===== src/rtl/core/gsr_pkg.sv =====
// Shared types and constants for the Gaussian spot renderer.
// No dependencies; imported by every module of the block.
package gsr_pkg;

    // Field and register widths
    localparam int PIX_W     = 8;
    localparam int COORD_W   = 8;
    localparam int INV_W     = 16;
    localparam int CFG_IDX_W = 3;
    localparam int CFG_DAT_W = 16;

    // Scaled offset (Q8.16), its square (Q16.32) and the rounded sum (Q3.12)
    localparam int SCALED_W  = COORD_W + INV_W;
    localparam int SQUARE_W  = 2 * SCALED_W;
    localparam int QSUM_W    = SQUARE_W + 2;
    localparam int SUM_SHIFT = 20;
    localparam int SUM_W     = 15;
    localparam int SEG_BITS  = 9;
    localparam int IDX_W     = SUM_W - SEG_BITS;
    localparam int TAB_IDX_W = IDX_W + 1;
    localparam int TAB_W     = 16;
    localparam int PROD_W    = TAB_W + SEG_BITS;

    // Pipeline depth
    localparam int NUM_STAGES = 7;

    // Configuration register indexes
    typedef enum logic [CFG_IDX_W-1:0] {
        CFG_CENTER_X    = 3'd0,
        CFG_CENTER_Y    = 3'd1,
        CFG_INV_SIGMA_X = 3'd2,
        CFG_INV_SIGMA_Y = 3'd3,
        CFG_MIN_LEVEL   = 3'd4
    } cfg_index_t;

    // Reset values of the configuration registers
    localparam logic [COORD_W-1:0] RST_CENTER_X  = 8'd128;
    localparam logic [COORD_W-1:0] RST_CENTER_Y  = 8'd128;
    localparam logic [INV_W-1:0]   RST_INV_SIGMA = 16'd6554;
    localparam logic [PIX_W-1:0]   RST_MIN_LEVEL = 8'd10;

    // Per-pixel data that rides along the pipeline untouched
    typedef struct packed {
        logic [PIX_W-1:0] old_pixel;
        logic             in_range;
    } side_t;

    // 255*exp(-k/8) in Q8.8 for k = 0..64
    localparam logic [TAB_W-1:0] EXP_TAB [0:64] = '{
        16'd65280, 16'd57609, 16'd50840, 16'd44866, 16'd39594, 16'd34942, 16'd30836,
        16'd27213, 16'd24015, 16'd21193, 16'd18703, 16'd16505, 16'd14566, 16'd12854,
        16'd11344, 16'd10011, 16'd8835,  16'd7797,  16'd6880,  16'd6072,  16'd5359,
        16'd4729,  16'd4173,  16'd3683,  16'd3250,  16'd2868,  16'd2531,  16'd2234,
        16'd1971,  16'd1740,  16'd1535,  16'd1355,  16'd1196,  16'd1055,  16'd931,
        16'd822,   16'd725,   16'd640,   16'd565,   16'd498,   16'd440,   16'd388,
        16'd343,   16'd302,   16'd267,   16'd235,   16'd208,   16'd183,   16'd162,
        16'd143,   16'd126,   16'd111,   16'd98,    16'd87,    16'd76,    16'd67,
        16'd60,    16'd53,    16'd46,    16'd41,    16'd36,    16'd32,    16'd28,
        16'd25,    16'd22
    };

endpackage


===== src/rtl/core/gsr_offset.sv =====
// Stages 1-2: distance from the spot center and scaling by 1/sigma.
// Depends on gsr_pkg.
module gsr_offset
    import gsr_pkg::*;
(
    input  logic                aclk,
    input  logic [1:0]          load,
    input  logic [COORD_W-1:0]  pixel_row,
    input  logic [COORD_W-1:0]  pixel_col,
    input  side_t               side_in,
    input  logic [COORD_W-1:0]  center_x,
    input  logic [COORD_W-1:0]  center_y,
    input  logic [INV_W-1:0]    inv_sigma_x,
    input  logic [INV_W-1:0]    inv_sigma_y,
    output logic [SCALED_W-1:0] ax,
    output logic [SCALED_W-1:0] ay,
    output side_t               side_out
);

    logic [COORD_W-1:0]  dx_reg, dx_next;
    logic [COORD_W-1:0]  dy_reg, dy_next;
    side_t               side1_reg;
    logic [SCALED_W-1:0] ax_reg, ax_next;
    logic [SCALED_W-1:0] ay_reg, ay_next;
    side_t               side2_reg;

    // Absolute distance on each axis
    always_comb begin
        dx_next = (pixel_col >= center_x) ? (pixel_col - center_x) : (center_x - pixel_col);
        dy_next = (pixel_row >= center_y) ? (pixel_row - center_y) : (center_y - pixel_row);
    end

    // Scale by the reciprocal spreads, exact Q8.16
    always_comb begin
        ax_next = SCALED_W'(dx_reg) * SCALED_W'(inv_sigma_x);
        ay_next = SCALED_W'(dy_reg) * SCALED_W'(inv_sigma_y);
    end

    always_ff @(posedge aclk) begin
        if (load[0]) begin
            dx_reg    <= dx_next;
            dy_reg    <= dy_next;
            side1_reg <= side_in;
        end
        if (load[1]) begin
            ax_reg    <= ax_next;
            ay_reg    <= ay_next;
            side2_reg <= side1_reg;
        end
    end

    assign ax       = ax_reg;
    assign ay       = ay_reg;
    assign side_out = side2_reg;

endmodule


===== src/rtl/core/gsr_square.sv =====
// Stages 3-4: squares of the scaled offsets, rounded Q3.12 sum with saturation.
// Depends on gsr_pkg.
module gsr_square
    import gsr_pkg::*;
(
    input  logic                aclk,
    input  logic [1:0]          load,
    input  logic [SCALED_W-1:0] ax,
    input  logic [SCALED_W-1:0] ay,
    input  side_t               side_in,
    output logic [SUM_W-1:0]    sum,
    output logic                sat,
    output side_t               side_out
);

    localparam logic [QSUM_W-1:0] ROUND_HALF = QSUM_W'(1) << (SUM_SHIFT - 1);

    logic [SQUARE_W-1:0] sqx_reg, sqx_next;
    logic [SQUARE_W-1:0] sqy_reg, sqy_next;
    side_t               side3_reg;
    logic [QSUM_W-1:0]   qsum;
    logic [SUM_W-1:0]    sum_reg, sum_next;
    logic                sat_reg, sat_next;
    side_t               side4_reg;

    // Square each scaled offset
    always_comb begin
        sqx_next = SQUARE_W'(ax) * SQUARE_W'(ax);
        sqy_next = SQUARE_W'(ay) * SQUARE_W'(ay);
    end

    // Add, round half up to Q3.12, flag anything at or above 8.0
    always_comb begin
        qsum     = QSUM_W'(sqx_reg) + QSUM_W'(sqy_reg) + ROUND_HALF;
        sum_next = qsum[SUM_SHIFT +: SUM_W];
        sat_next = |qsum[QSUM_W-1:SUM_SHIFT+SUM_W];
    end

    always_ff @(posedge aclk) begin
        if (load[0]) begin
            sqx_reg   <= sqx_next;
            sqy_reg   <= sqy_next;
            side3_reg <= side_in;
        end
        if (load[1]) begin
            sum_reg   <= sum_next;
            sat_reg   <= sat_next;
            side4_reg <= side3_reg;
        end
    end

    assign sum      = sum_reg;
    assign sat      = sat_reg;
    assign side_out = side4_reg;

endmodule


===== src/rtl/core/gsr_level.sv =====
// Stages 5-7: exp table lookup, linear interpolation, threshold and output register.
// Depends on gsr_pkg.
module gsr_level
    import gsr_pkg::*;
(
    input  logic             aclk,
    input  logic [2:0]       load,
    input  logic [SUM_W-1:0] sum,
    input  logic             sat,
    input  side_t            side_in,
    input  logic [PIX_W-1:0] min_level,
    output logic [PIX_W-1:0] new_pixel,
    output logic             overwritten
);

    localparam logic [PROD_W:0] LEVEL_HALF = (PROD_W + 1)'(1) << (PROD_W - SEG_BITS);

    logic [TAB_IDX_W-1:0] idx;
    logic [TAB_W-1:0]     hi5_reg, hi5_next;
    logic [TAB_W-1:0]     diff5_reg, diff5_next;
    logic [SEG_BITS-1:0]  frac5_reg;
    logic                 sat5_reg;
    side_t                side5_reg;
    logic [TAB_W-1:0]     hi6_reg;
    logic [PROD_W-1:0]    prod6_reg, prod6_next;
    logic                 sat6_reg;
    side_t                side6_reg;
    logic [PROD_W:0]      interp;
    logic [PIX_W-1:0]     level;
    logic                 draw;
    logic [PIX_W-1:0]     pix_reg, pix_next;
    logic                 ovw_reg, ovw_next;

    // Look up the segment end points
    always_comb begin
        idx        = TAB_IDX_W'(sum[SUM_W-1:SEG_BITS]);
        hi5_next   = EXP_TAB[idx];
        diff5_next = EXP_TAB[idx] - EXP_TAB[idx + TAB_IDX_W'(1)];
    end

    // Slope times position within the segment
    assign prod6_next = PROD_W'(diff5_reg) * PROD_W'(frac5_reg);

    // Interpolate, round to 8 bits, compare against the threshold
    always_comb begin
        interp   = ((PROD_W + 1)'(hi6_reg) << SEG_BITS) - (PROD_W + 1)'(prod6_reg) + LEVEL_HALF;
        level    = sat6_reg ? '0 : interp[PROD_W-1 -: PIX_W];
        draw     = side6_reg.in_range && (level > min_level);
        pix_next = draw ? level : side6_reg.old_pixel;
        ovw_next = draw;
    end

    always_ff @(posedge aclk) begin
        if (load[0]) begin
            hi5_reg   <= hi5_next;
            diff5_reg <= diff5_next;
            frac5_reg <= sum[SEG_BITS-1:0];
            sat5_reg  <= sat;
            side5_reg <= side_in;
        end
        if (load[1]) begin
            hi6_reg   <= hi5_reg;
            prod6_reg <= prod6_next;
            sat6_reg  <= sat5_reg;
            side6_reg <= side5_reg;
        end
        if (load[2]) begin
            pix_reg <= pix_next;
            ovw_reg <= ovw_next;
        end
    end

    assign new_pixel   = pix_reg;
    assign overwritten = ovw_reg;

endmodule


===== src/rtl/core/gaussian_spot_render_top.sv =====
// Gaussian spot renderer: replaces a pixel by 255*exp(-a*a-b*b) when above min_level.
// Pipeline: 7 register stages, the first loaded by the input transfer.
// Throughput: one pixel per cycle; a full stage holds only while the stage below holds.
// Reset (aresetn low, synchronous): pipeline emptied, configuration to defaults.
// Depends on gsr_pkg, gsr_offset, gsr_square, gsr_level.
module gaussian_spot_render_top
    import gsr_pkg::*;
#(
    parameter int IMAGE_ROWS = 256,
    parameter int IMAGE_COLS = 256
)
(
    input  logic                 aclk,
    input  logic                 aresetn,
    // Configuration write port
    input  logic                 cfg_we,
    input  logic [CFG_IDX_W-1:0] cfg_index,
    input  logic [CFG_DAT_W-1:0] cfg_wdata,
    // Pixel input stream
    input  logic                 s_tvalid,
    output logic                 s_tready,
    input  logic [23:0]          s_tdata,   // pixel_row[7:0], pixel_col[15:8], old_pixel[23:16]
    // Result stream
    output logic                 m_tvalid,
    input  logic                 m_tready,
    output logic [7:0]           m_tdata,   // new_pixel[7:0]
    output logic [0:0]           m_tuser    // overwritten[0]
);

    logic [COORD_W-1:0]    center_x_reg;
    logic [COORD_W-1:0]    center_y_reg;
    logic [INV_W-1:0]      inv_sigma_x_reg;
    logic [INV_W-1:0]      inv_sigma_y_reg;
    logic [PIX_W-1:0]      min_level_reg;

    logic [NUM_STAGES-1:0] vld_reg, vld_next;
    logic [NUM_STAGES-1:0] stage_rdy;

    logic [COORD_W-1:0]    pixel_row;
    logic [COORD_W-1:0]    pixel_col;
    side_t                 side_in;
    logic [SCALED_W-1:0]   ax;
    logic [SCALED_W-1:0]   ay;
    side_t                 side_off;
    logic [SUM_W-1:0]      sum;
    logic                  sat;
    side_t                 side_sq;
    logic [PIX_W-1:0]      new_pixel;
    logic                  overwritten;

    // Unpack the input transfer
    always_comb begin
        pixel_row          = s_tdata[7:0];
        pixel_col          = s_tdata[15:8];
        side_in.old_pixel  = s_tdata[23:16];
        side_in.in_range   = (32'(pixel_row) < IMAGE_ROWS) && (32'(pixel_col) < IMAGE_COLS);
    end

    // Configuration registers; unknown indexes drop the write
    always_ff @(posedge aclk) begin
        if (!aresetn) begin
            center_x_reg    <= RST_CENTER_X;
            center_y_reg    <= RST_CENTER_Y;
            inv_sigma_x_reg <= RST_INV_SIGMA;
            inv_sigma_y_reg <= RST_INV_SIGMA;
            min_level_reg   <= RST_MIN_LEVEL;
        end else if (cfg_we) begin
            case (cfg_index)
                CFG_CENTER_X:    center_x_reg    <= cfg_wdata[COORD_W-1:0];
                CFG_CENTER_Y:    center_y_reg    <= cfg_wdata[COORD_W-1:0];
                CFG_INV_SIGMA_X: inv_sigma_x_reg <= cfg_wdata[INV_W-1:0];
                CFG_INV_SIGMA_Y: inv_sigma_y_reg <= cfg_wdata[INV_W-1:0];
                CFG_MIN_LEVEL:   min_level_reg   <= cfg_wdata[PIX_W-1:0];
                default: ;
            endcase
        end
    end

    // A stage may load when it is empty or the stage below takes its item
    always_comb begin
        stage_rdy[NUM_STAGES-1] = !vld_reg[NUM_STAGES-1] || m_tready;
        for (int k = NUM_STAGES - 2; k >= 0; k--) begin
            stage_rdy[k] = !vld_reg[k] || stage_rdy[k+1];
        end
    end

    // Advance valid bits alongside the data
    always_comb begin
        vld_next[0] = stage_rdy[0] ? s_tvalid : vld_reg[0];
        for (int k = 1; k < NUM_STAGES; k++) begin
            vld_next[k] = stage_rdy[k] ? vld_reg[k-1] : vld_reg[k];
        end
    end

    always_ff @(posedge aclk) begin
        if (!aresetn) begin
            vld_reg <= '0;
        end else begin
            vld_reg <= vld_next;
        end
    end

    gsr_offset u_offset (
        .aclk        (aclk),
        .load        (stage_rdy[1:0]),
        .pixel_row   (pixel_row),
        .pixel_col   (pixel_col),
        .side_in     (side_in),
        .center_x    (center_x_reg),
        .center_y    (center_y_reg),
        .inv_sigma_x (inv_sigma_x_reg),
        .inv_sigma_y (inv_sigma_y_reg),
        .ax          (ax),
        .ay          (ay),
        .side_out    (side_off)
    );

    gsr_square u_square (
        .aclk     (aclk),
        .load     (stage_rdy[3:2]),
        .ax       (ax),
        .ay       (ay),
        .side_in  (side_off),
        .sum      (sum),
        .sat      (sat),
        .side_out (side_sq)
    );

    gsr_level u_level (
        .aclk        (aclk),
        .load        (stage_rdy[6:4]),
        .sum         (sum),
        .sat         (sat),
        .side_in     (side_sq),
        .min_level   (min_level_reg),
        .new_pixel   (new_pixel),
        .overwritten (overwritten)
    );

    assign s_tready = stage_rdy[0];
    assign m_tvalid = vld_reg[NUM_STAGES-1];
    assign m_tdata  = new_pixel;
    assign m_tuser  = overwritten;

endmodule


===== config.mk =====
export PLATFORM = sky130hd
export DESIGN_NAME = gaussian_spot_render_top
export DESIGN_NICKNAME = d
export VERILOG_FILES = /design/src/rtl/core/gsr_pkg.sv /design/src/rtl/core/gsr_offset.sv /design/src/rtl/core/gsr_square.sv /design/src/rtl/core/gsr_level.sv /design/src/rtl/core/gaussian_spot_render_top.sv
export SDC_FILE = /design/constraint.sdc
export NUM_CORES = 2
export LEC_CHECK = 0
export ABC_AREA = 1
export CORE_UTILIZATION = 50
export CTS_BUF_LIST = sky130_fd_sc_hd__clkbuf_4 sky130_fd_sc_hd__clkbuf_8 sky130_fd_sc_hd__clkbuf_16
export DETAILED_ROUTE_END_ITERATION = 6
export DONT_BUFFER_PORTS = 1
export PLACE_DENSITY = 0.74
export SYNTH_ARGS = -nofsm -noshare
export SYNTH_HDL_FRONTEND = slang
export SYNTH_HIERARCHICAL = 1
export SYNTH_SLANG_ARGS = --single-unit
export TNS_END_PERCENT = 5

===== constraint.sdc =====
create_clock -name aclk -period 8.4 [get_ports aclk]
set_input_delay 2.52 -clock aclk [delete_from_list [all_inputs] [get_ports aclk]]
set_output_delay 2.52 -clock aclk [all_outputs]
set_load 0.02 [all_outputs]

==> flow_summary.yaml <==
setup_path:
  cp_max_fo: 24
  crit_chain: "nand2_1 -> fa_1 -> inv_1 -> fa_1 -> inv_1 -> fa_1 -> fa_1 -> inv_1 -> fa_1 -> fa_1 -> inv_1 -> fa_1 -> inv_1 -> ha_1 -> nand2_1 -> nor2_1 -> inv_1 -> nor2_2 -> inv_1 -> nor4_2 -> a21oi_1 -> xnor2_1"
  critPathBufInv: 7
  crit_slowest_cell: "edfxtp_1"
  critical_path_class: "reg -> reg"
  reg2reg_depth: 22
  cp_top_family: "adder cells"
  cp.arrival_ns: 7.90
  critPathRequiredTime_ns: 8.77
  start_kind: "flop"
  reg2reg_to: "u_square/sqy_reg[28]"
  cp-end-kind: "flop"
  max_stage_delay_ns: 1.12
  rr_startpoint: "u_offset/ay[4]"
  rrSetupSlack_ns: 0.87
clocking:
  ctsResizeCount: 0
  post-cts-setup-buffers: 0
  root_buffer: "clkbuf_16"
  cts_htree_levels: 2
  clk_pin_slew_ns: 0.06
  cts_made_buffers: 45
  holdBufCountCts: 0
  clk_latency_ns: 0.66
  clockBufferDepth: 3
  cts.sinks: 382
  cts_tree: "yes"
global_route:
  grt-ovfl-total: 0
  grtUsageTotal: 0.265
  antenna_found_initial: 1
  grt_pass1_vias: 58096
  grt_max_degree: 61
  grt_pass1_wl_um: 301000
final_layout:
  fillCellCount: 13206
  drive_gt1_frac: 0.0313
  area_growth_pct: 4.53
  fin_area_mm2: 0.0738
  finalNonFillerCells: 10792
  diodes: 0
  final_nets: 10711
timing:
  grt_setup_unrepaired: "no"
  hold_viol: 0
  fin_crit_ns: 7.53
  setup_viol: 0
  clock.fmax_ghz: 0.133
  period_share: 0.896
  max_slew_margin: 0.162
  timing.hold.ws_ns: 0.418
  skew_ns: 0.0439
  slew_violations: 0
  setup_tns_ns: 0
  worst_pin_slew_ns: 1.26
die:
  dieArea_mm2: 0.143
  die_w_um: 378
  rows: 137
  coreArea_mm2: 0.140
  io_pins: 59
  initial_core_util: 0.505
  die-height_um: 378
drt:
  via_count: 55024
  via_per_inst: 5.10
  drtAntennaViolNets: 0
  drt_wl_total_um: 183000
  routedWlPerCell_um: 17.0
  post-route-drc-count: 2
  drt_iter0_markers: 4116
  dr.pass1.iters: 7
run:
  cap_violations: 0
placement:
  hpwlAfterDp_um: 153000
  routabilityCongestion: 0.994
  dpl_cell_area_mm2: 0.0722
  dp.cells: 10708
  portBuffers: 0
min_path:
  hp-start: "u_square/side3_reg[5]"
  holdPathEnd: "u_square/side_out[5]"
  min_path_cells: 0
  hold_class: "reg -> reg"
logic_synthesis:
  syn_nets: 10871
  yosys_most_used_dff: "edfxtp_1"
  ys_ff_latch: 382
  postSynthCellCount: 9039
  synth_seq_area_share: 0.154
  synth-edff-count: 319
  synth_area_per_cell_um2: 7.81
  netlist_area_mm2: 0.0706
  synth.distinct_cells: 68
  synthArstFlopShare: 0
  yosysWarnings: 6
outcome:
  violations: "design-rule violations"
  status: "finished, violations left"
[cells in the mapped netlist, drive strengths merged, types with 10 or more instances]
cell type,number,area share
o21bai,32,0.0035
xnor2,58,0.0072
a21oi,263,0.019
nand2,2273,0.12
edfxtp,319,0.14
ha,667,0.12
dfxtp,63,0.018
fa,1117,0.32
nand4,38,0.0034
a21o,22,0.0023
nor2,496,0.028
nor4,13,0.0016
nand3b,12,0.0013
buf,34,0.0034
o211ai,23,0.0025
nand3,269,0.020
clkbuf,212,0.011
inv,2670,0.14
nor3,43,0.0037
o21ai,193,0.014
and2,10,0.00099
xor2,116,0.014
a31oi,36,0.0032
o21a,12,0.0013
[final cells by class]
class                   count  area (um2)  share of cell area
multi-input cells        5740       48700               0.660
flip-flops and latches    382       10800               0.147
inverters                2671       10000               0.136
well taps                1876        2350              0.0318
clock buffers              52        1200              0.0162
clock inverters            32         377             0.00510
repair buffers             39         293             0.00397
[worst register-to-register path, delay by kind of cell, from the launching register on]
kind            cells  cell delay [ns]
buf+inv             7             0.50
fa+ha+maj           8             4.01
simple gates        5             1.04
flops               1             1.12
xor+xnor            1             0.42
compound gates      1             0.20
[layer usage]
metal	global-route usage	vias to the layer above	wire (um)
li1	-	26195	-
met4	0.0848	0	6170
met1	0.346	26726	75800
met2	0.454	1780	89200
met5	0	-	0
met3	0.0358	323	12000
[worst max path at each step]
stage	depth (start not counted)	slack, ns	end	from
3_5_place_dp	22	1.04	u_square/sqy_reg[28]	u_offset/ay[4]
4_1_cts	22	1.00	u_square/sqy_reg[28]	u_offset/ay[4]
2_1_floorplan	4	0.07	s_tready	m_tready
5_1_grt	23	0.72	u_square/sqx_reg[33]	u_offset/ax[5]
3_3_place_gp	22	1.10	u_square/sqy_reg[28]	u_offset/ay[4]
6_report	22	0.87	u_square/sqy_reg[28]	u_offset/ay[4]
[per-stage QoR]
stage                     setup WS, ns  utilization
final                            0.870        0.528
after global routing             0.724        0.528
after CTS                         1.00        0.528
after detailed placement          1.04        0.516
after global placement            1.10        0.516
after floorplan                 0.0727            -
[cells in the final DEF, fill, tap and decap left out, drive strengths merged, types with 38 or more instances in the layout]
cell	count
o21ai	193
a21oi	263
edfxtp	319
nor2	496
fa	1117
buf	39
dfxtp	63
inv	2677
ha	667
xor2	116
clkbuf	52
xnor2	58
nand2	2273
nand3	269
nand4	38
nor3	43
[kinds of logic (layout without fill, tap and decap cells)]
logic type                 after synthesis  in the layout  synth area share
and+or+nand+nor                       3163           3163             0.182
DFF                                    382            382             0.154
AOI/OAI and AO/OA                      618            618            0.0505
buffers and inverters                 2917           2794             0.157
adders and majority gates             1784           1784             0.435
other                                    1              1         0.0000531
xor gates and xnor gates               174            174            0.0217
Power is not shown: default switching activity piles up to over one toggle a cycle in this logic, so the estimate is an artifact.
